`src/design/assert_macros.svh`:
```
// Assertion helpers used by the datapath.
`ifndef ASSERT_MACROS_SVH
`define ASSERT_MACROS_SVH

// Invariant that holds at every clock edge out of reset.
`define KJDQ_ASSERT(lbl, expr, msg) \
	lbl: assert property (@(posedge clk) disable iff (!arst_n) (expr)) else $error(msg);

// Same-cycle implication.
`define KJDQ_ASSERT_IMP(lbl, ante, cons, msg) \
	lbl: assert property (@(posedge clk) disable iff (!arst_n) (ante) |-> (cons)) else $error(msg);

`endif

```
`src/design/kjdq_pkg.sv`:
```
package kjdq_pkg;

	localparam logic [1:0] FUNC_PUSH    = 2'd0;
	localparam logic [1:0] FUNC_TAKE    = 2'd1;
	localparam logic [1:0] FUNC_RELEASE = 2'd2;
	localparam logic [1:0] FUNC_UNUSED  = 2'd3;

	localparam int KEY_W    = 64;
	localparam int TAG_IN_W = 16;
	localparam int QCNT_W   = 7;
	localparam int RCNT_W   = 3;

	typedef struct packed {
		logic capture;
		logic push;
		logic release_key;
		logic rd_scan;
		logic advance;
		logic hit;
		logic rd_shift;
		logic wr_shift;
		logic finish_take;
		logic load_out;
	} cmd_t;

	typedef struct packed {
		logic is_push;
		logic is_take;
		logic is_release;
		logic empty;
		logic match;
		logic scan_end;
		logic shift_end;
	} sts_t;

endpackage

```
`src/design/kjdq_ctrl.sv`:
```
module kjdq_ctrl (
	input  logic           clk,
	input  logic           arst_n,
	input  logic           req_valid,
	output logic           req_ready,
	output logic           rsp_valid,
	input  logic           rsp_ready,
	input  kjdq_pkg::sts_t sts,
	output kjdq_pkg::cmd_t cmd
);

	localparam logic [2:0] ST_IDLE = 3'd0;
	localparam logic [2:0] ST_DISP = 3'd1;
	localparam logic [2:0] ST_CHK  = 3'd2;
	localparam logic [2:0] ST_SHW  = 3'd3;
	localparam logic [2:0] ST_FIN  = 3'd4;

	logic [2:0] state_q, state_d;
	logic       out_valid_q;

	always_comb begin
		cmd     = '0;
		state_d = state_q;
		unique case (state_q)
			ST_IDLE: begin
				if (req_valid) begin
					cmd.capture = 1'b1;
					state_d     = ST_DISP;
				end
			end
			ST_DISP: begin
				priority if (sts.is_push) begin
					cmd.push = 1'b1;
					state_d  = ST_FIN;
				end else if (sts.is_release) begin
					cmd.release_key = 1'b1;
					state_d         = ST_FIN;
				end else if (sts.is_take && !sts.empty) begin
					cmd.rd_scan = 1'b1;
					state_d     = ST_CHK;
				end else begin
					state_d = ST_FIN;
				end
			end
			ST_CHK: begin
				if (sts.match) begin
					cmd.hit = 1'b1;
					if (sts.scan_end) begin
						cmd.finish_take = 1'b1;
						state_d         = ST_FIN;
					end else begin
						cmd.rd_shift = 1'b1;
						state_d      = ST_SHW;
					end
				end else if (sts.scan_end) begin
					state_d = ST_FIN;
				end else begin
					cmd.advance = 1'b1;
				end
			end
			ST_SHW: begin
				cmd.wr_shift = 1'b1;
				if (sts.shift_end) begin
					cmd.finish_take = 1'b1;
					state_d         = ST_FIN;
				end else begin
					cmd.rd_shift = 1'b1;
				end
			end
			ST_FIN: begin
				if (!out_valid_q || rsp_ready) begin
					cmd.load_out = 1'b1;
					state_d      = ST_IDLE;
				end
			end
			default: begin
				state_d = ST_IDLE;
			end
		endcase
	end

	always_ff @(posedge clk or negedge arst_n) begin
		if (!arst_n) begin
			state_q     <= ST_IDLE;
			out_valid_q <= 1'b0;
		end else begin
			state_q <= state_d;
			if (cmd.load_out) begin
				out_valid_q <= 1'b1;
			end else if (rsp_ready) begin
				out_valid_q <= 1'b0;
			end
		end
	end

	assign req_ready = (state_q == ST_IDLE);
	assign rsp_valid = out_valid_q;

endmodule

```
`config.mk`:
```
export PLATFORM = sky130hd
export DESIGN_NAME = kjdq_ctrl
export DESIGN_NICKNAME = d
export VERILOG_FILES = /design/src/design/assert_macros.svh /design/src/design/kjdq_pkg.sv /design/src/design/kjdq_ctrl.sv
export SDC_FILE = /design/constraint.sdc
export NUM_CORES = 1
export LEC_CHECK = 0
export BUFFER_PORTS_ARGS = -buffer_cell sky130_fd_sc_hd__buf_2
export CAP_MARGIN = 40
export CELL_PAD_IN_SITES_DETAIL_PLACEMENT = 1
export CELL_PAD_IN_SITES_GLOBAL_PLACEMENT = 1
export CORE_AREA = 8 8 45 47
export CTS_BUF_LIST = sky130_fd_sc_hd__clkbuf_4 sky130_fd_sc_hd__clkbuf_8
export DETAILED_ROUTE_END_ITERATION = 7
export DIE_AREA = 0 0 53 55
export PLACE_DENSITY = 0.78
export SYNTH_ARGS = -nofsm -noshare
export SYNTH_HDL_FRONTEND = slang
export SYNTH_SLANG_ARGS = --single-unit
```
`constraint.sdc`:
```
create_clock -name clk -period 2.9 [get_ports clk]
set_input_delay 0.29 -clock clk [delete_from_list [all_inputs] [get_ports clk]]
set_output_delay 0.29 -clock clk [all_outputs]
set_load 0.005 [all_outputs]
```
Word-level counts from Yosys, hierarchy flattened
Index checks and enable logic that the tools add are counted.

Logic and storage cells: 50. Output and inout bits: 12. Flip-flop bits (word level): 4.

Reduce and logical (&&, ||, !) cells: 7. Multiplexer cells: 33. Equality and inequality tests: 8.

Operators by type and width (count): $mux W3 (10); $mux W1 (17); $pmux W3 S5 (1); $eq A3 B2 Y1 const B (2); $mux W2 (3); $ne A2 B2 Y1 const B (3); $pmux W1 S2 (2); $reduce_and A4 Y1 (1); $eq A3 B1 Y1 const B (1); $eq A3 B3 Y1 const B (1); $logic_not A3 Y1 (1); $ne A3 B3 Y1 const B (1); $logic_not A1 Y1 (2); $reduce_bool A2 Y1 (1); $logic_and A1 B1 Y1 (1); $logic_or A1 B1 Y1 (1).

Logic depth before layout (Yosys ltp)
Gate-level depths: netlist of run 1.

Depth after elaboration: 6. Gate-level depth with buffers: 4. Depth with buffers taken out: 3.

Worst setup path after synthesis of run 1
No wires, ideal clock.

Path type: flip-flop to output port. Start point: register state_q[2]. End point: output port cmd[7] (netlist bit). Slack: 1487 ps. Buffers on the path: 1. Stages on the path, launching flop included: 4. Arrival: 1123 ps. Cells stage by stage: dfrtp_1 -> buf_2 -> or3b_1 -> nor3b_1.

RTL lines: from (decl) (line kjdq_ctrl.sv:18) `logic [2:0] state_q, state_d;`; from (signal assigned) (line kjdq_ctrl.sv:87) `state_q <= state_d;`; to (decl) (line kjdq_ctrl.sv:9) `output kjdq_pkg::cmd_t cmd`.

==> reports/qor.txt, run 1 <==
Worst R2R Setup Slack: 1530 ps
Leakage power: 0.261 nW
Clock tree buffer depth: 2
Pre-CTS setup slack: 1300 ps
Most common cell after layout, fill and taps aside: buf_2
Per-cell routed wire length: 13.3 µm
Nets: 80
Int Power: 0.000202 W
Routed Antenna Nets: 0
Post-route clock skew: 2.51 ps
Post-Syn Nets: 54
Synthesized area: 360 µm²
Htree depth: 1
Top cells by area, synth: dfrtp_1 28%, nand2b_1 5.2%, nor2_1 5.2%, or3b_1 4.9%, nor3b_1 4.2%
Clock power share: 19.9%
Net switching power: 0.000135 W
Final setup TNS: 0 ps
Antenna violations before repair: 0
Max Clk Rate: 543 MHz
CP endpoint: cmd[7]
Sequential Area: 100 µm²
Skew-Pair Late Insertion Delay: 230 ps
WP data required: 2610 ps
Netlist cell types: 26
Vias/cell: 4.93
Die Area: 2920 µm²
Worst Setup Start Kind: register
Post-CTS Setup Inserts: 0
Starting Density: 26.0%
Filler cells: 184
Chip Width: 53 µm
Clock Sinks: 4
Yosys top cell area share: 27.8%
Worst-Margin Slew: 499 ps
R2R Path End: state_q[2]$_DFFE_PN0P_
Slew Limit Headroom: 66.7%
Min Tclk post-route: 1840 ps
First DRT Iteration DRCs: 4
Most frequent cells in the layout: 22 x buf_2, 5 x nor2_1, 4 x dfrtp_1
Sequential Power Share: 34.0%
Final hold viol count: 0
Fraction of layout cells with a size suffix above 1: 46.3%
Area leader, netlist: dfrtp_1
Total Wirelength: 1100 µm
Inserted Diodes: 0
Final Total Pwr: 0.000337 W
Register clock-pin slew on the reported worst setup and hold paths: 40 ps
Crit path DAT: 1550 ps
Final worst setup slack: 1060 ps
Final setup violation count: 0
Syn. warnings: 0
Final GP Congestion: 0.747
CTS root buf: clkbuf_4
Core Rows: 14
Sw Share: 40.0%
Area occupied by multi-input gates: 236 µm²
Global route overflow: 0
Max-Cap Viols: 0
CP startpoint: state_q[0]$_DFFE_PN0P_
Cell count after synthesis: 43
Syn avg cell area: 8.38 µm²
Reg2reg start: state_q[2]$_DFFE_PN0P_
Area Growth Syn to Fin: 40.6%
Vias in the first global route: 436
Comb power frac: 46.1%
Num CTS Buffers: 3
Cell Pwr Density: 665 nW/µm²
Vias: 409
First-pass GRT wire length: 1790 µm
Reg2reg path depth: 3
Tot GR Track Use: 8.38%
Status: finished, final reports clean
Worst vdd rail ir drop: 0.000269 V
Worst hold slack: 380 ps
TritonCTS clock tree: yes
Slew Viols, Final: 0
Unrepaired setup endpoints after global routing: false
Port buffer count: 22
I/O pins: 23
Period utilization: 63.5%
Chip Height: 55 µm
Largest net degree at the start of global routing: 13
Core Region: 1380 µm²
DPL Wire Length: 925 µm
Worst hold path class: in2reg
Remaining DRCs: 0
CP Max Fanout: 12
Drt pass-1 iters: 2
Post-cts resize count: 0
Setup crit end kind: output port
Yosys reg bits: 4
Sequential fraction of the synthesis area: 27.8%
WS Path Type: reg2out
## cell families after synthesis
| logic type | count (synthesis) | share of synthesized area (%) |
|---|---|---|
| DFF | 4 | 27.8 |
| AOI/OAI and AO/OA | 8 | 18.4 |
| buffers and inverters | 4 | 6.60 |
| and+or+nand+nor | 27 | 47.2 |
## timing repair
item                                    4_1_cts  5_1_grt
hold endpoints to repair                      4        0
endpoints found under the setup margin        0        0
hold buffers                                  1        0
## per-layer routing
metal,share of wire (%),wire length (µm),track usage (%),vias up
li1,-,-,-,202
met1,42,461,7.95,189
met2,49,542,14.3,16
met3,7.2,80,2.67,2
met4,1.7,19,7.76,0
met5,0,0,0,-
## registers in the layout, summed over array words and instances (netlist names)
register,cells
state_q,3
rsp_valid,1
## final cells by class
cell class / instances / share of cell area [%]
multi-input cells: 35 / 46.7
flip-flops and latches: 4 / 19.8
inverters: 2 / 1.48
repair buffers: 23 / 23.7
clock buffers: 3 / 4.44
well taps: 16 / 3.95
## worst max-delay path, stage by stage (launching register included)
cell	delay, ps
dfrtp_1	530
or3b_1	440
nor3b_1	210
buf_2	140
## how the worst min path moves through the flow
stage          slack [ps]                endpoint  startpoint  cells past startpoint
2_1_floorplan          -6   rsp_valid$_DFFE_PN0P_      arst_n                      0
3_3_place_gp           90   rsp_valid$_DFFE_PN0P_      arst_n                      1
3_5_place_dp           90   rsp_valid$_DFFE_PN0P_      arst_n                      1
4_1_cts               370   rsp_valid$_DFFE_PN0P_   rsp_ready                      3
5_1_grt               390  state_q[1]$_DFFE_PN0P_      arst_n                      2
6_report              380   rsp_valid$_DFFE_PN0P_   rsp_ready                      3
## cell usage after synthesis (all sizes together)
library cell / instances
a2111oi: 1
a211o: 1
a21oi: 3
a22oi: 1
and2: 1
buf: 2
dfrtp: 4
inv: 2
nand2: 3
nand2b: 3
nand3: 2
nor2: 6
nor2b: 2
nor3: 1
nor3b: 2
o31ai: 1
o41ai: 1
or2: 1
or2b: 1
or3: 2
or3b: 2
or4b: 1
## metrics by stage
step           instance area (µm²)  std cells  util, %
6_report                       507         83     36.6
2_1_floorplan                  360         43        -
5_1_grt                        507         83     36.6
4_1_cts                        507         83     36.6
3_3_place_gp                   474         79     34.3
3_5_place_dp                   474         79     34.3
## power by group through the flow
stage	registers [W]	clock network (W)	logic, W
2_1_floorplan	0.0000881	0	0.000135
3_3_place_gp	0.000114	0	0.000151
3_5_place_dp	0.000116	0	0.000156
4_1_cts	0.000115	0.0000706	0.000159
5_1_grt	0.000121	0.0000738	0.000172
6_report	0.000115	0.0000671	0.000155
Power figures use the tool's default switching activity.
==> inputs of run 2 (changes only) <==
CORE_AREA = unset   (was 8 8 45 47)
CORE_MARGIN = 8   (was unset)
CORE_UTILIZATION = 26   (was unset)
DIE_AREA = unset   (was 0 0 53 55)
PLACE_DENSITY = 0.79   (was 0.78)
clock period = 1.6 ns   (was 2.9 ns; I/O delays follow)
==> reports/qor.txt, run 2 (synthesized netlist as in run 1, its figures left out) <==
Largest register FFs: 3
WS Path Type: reg2out
Most flops, register: state_q
Total Wirelength: 1190 µm
Filler cells: 172
Num CTS Buffers: 3
Register clock-pin slew on the reported worst setup and hold paths: 40 ps
WP data required: 1440 ps
Chip Height: 53.2 µm
Clock Sinks: 4
Fraction of layout cells with a size suffix above 1: 58.6%
Htree depth: 1
First DRT Iteration DRCs: 4
Antenna violations before repair: 0
TritonCTS clock tree: yes
Final setup TNS: 0 ps
Vias in the first global route: 441
Slew Viols, Final: 0
Nets: 83
Final instance area: 546 µm²
Most common cell after layout, fill and taps aside: buf_2
Post-route clock skew: 10.2 ps
Per-cell routed wire length: 14.0 µm
First-pass GRT wire length: 1880 µm
Remaining DRCs: 0
Unrepaired setup endpoints after global routing: true
Min Tclk post-route: 1530 ps
Vias: 424
Period utilization: 95.8%
Placed cells: 79
Port buffer count: 22
Inserted Diodes: 0
Skew-Pair Late Insertion Delay: 240 ps
DPL Wire Length: 1000 µm
Area post-placement: 480 µm²
Worst hold path class: in2async
Cell Pwr Density: 1240 nW/µm²
Final hold viol count: 0
Core Rows: 13
I/O pins: 23
Tot GR Track Use: 8.80%
Drt pass-1 iters: 2
Worst-Margin Slew: 517 ps
Setup crit end kind: output port
Area Growth Syn to Fin: 51.4%
Worst vdd rail ir drop: 0.000770 V
Worst Setup Start Kind: register
CTS root buf: clkbuf_4
Chip Width: 53.2 µm
Slew Limit Headroom: 65.5%
Max Clk Rate: 652 MHz
Vias/cell: 4.99
Die Area: 2830 µm²
Most frequent cells in the layout: 22 x buf_2, 5 x nor2_1
Leakage power: 0.276 nW
Final setup violation count: 0
CP Max Fanout: 6
Starting Density: 27.7%
Number of cells in the finished layout apart from fillers: 85
Core Region: 1300 µm²
Global route overflow: 0
Largest net degree at the start of global routing: 10
Clock tree buffer depth: 2
Status: finished, final reports clean
Max-Cap Viols: 0
Crit path DAT: 1370 ps
Routed Antenna Nets: 0
Final GP Congestion: 0.863
==> run 2: power by group <==
part	total, W	switching (W)	internal (W)
Sequential	0.000199	0.0000562	0.000143
Combinational	0.000349	0.000168	0.000181
Clock	0.000127	0.0000427	0.0000839
Total	0.000674	0.000267	0.000407
==> run 2: layer usage <==
layer / up-vias / wire [µm] / global-route usage, %
met5: - / 0 / 0
met4: 0 / 0 / 1.26
met3: 0 / 108 / 4.76
met2: 16 / 594 / 14.1
met1: 200 / 487 / 10.3
li1: 208 / - / -
==> run 2: stage by stage <==
step / total power, W / hold WS (ps) / util, % / setup slack (ps)
after floorplan: 0.000405 / -136 / - / 317
after global placement: 0.000505 / -29.9 / 36.9 / 198
after detailed placement: 0.000519 / -28.5 / 36.9 / 168
after CTS: 0.000679 / 254 / 40.6 / 9.04
after global routing: 0.000736 / 255 / 41.9 / -19.1
final: 0.000674 / 255 / 41.9 / 66.7
==> run 2: timing repair <==
action | in CTS | in global routing
setup endpoints to repair | 2 | 2
hold buffers | 1 | 0
endpoints found under the hold margin | 4 | 0
buffers inserted | 0 | 2
gates resized for setup | 6 | 1
pin swaps | 0 | 3
==> run 2: cell type report <==
cell class	instances	area (µm²)	area share [%]
clock buffer	3	22.5	4.13
multi-input combinational	35	250	45.9
tap	15	18.8	3.44
inverter	2	7.51	1.38
sequential	4	104	19.0
timing repair buffer	26	143	26.1
==> run 2: critical path: stages, from the launching register on <==
cell     delay (ps)
dfrtp_2         430
or3b_4          430
nor3b_2         150
buf_2           130
==> run 2: worst paths after layout <==
check	slack [ps]	cells past startpoint	from	to
hold / removal	260	2	arst_n	state_q[0]$_DFFE_PN0P_
min in group clk	260	4	rsp_ready	state_q[2]$_DFFE_PN0P_
setup / recovery	70	3	state_q[1]$_DFFE_PN0P_	cmd[7]
max in group asynchronous	1200	2	arst_n	state_q[2]$_DFFE_PN0P_
setup reg to reg	180	3	state_q[0]$_DFFE_PN0P_	state_q[2]$_DFFE_PN0P_
hold reg to reg	550	2	rsp_valid$_DFFE_PN0P_	rsp_valid$_DFFE_PN0P_
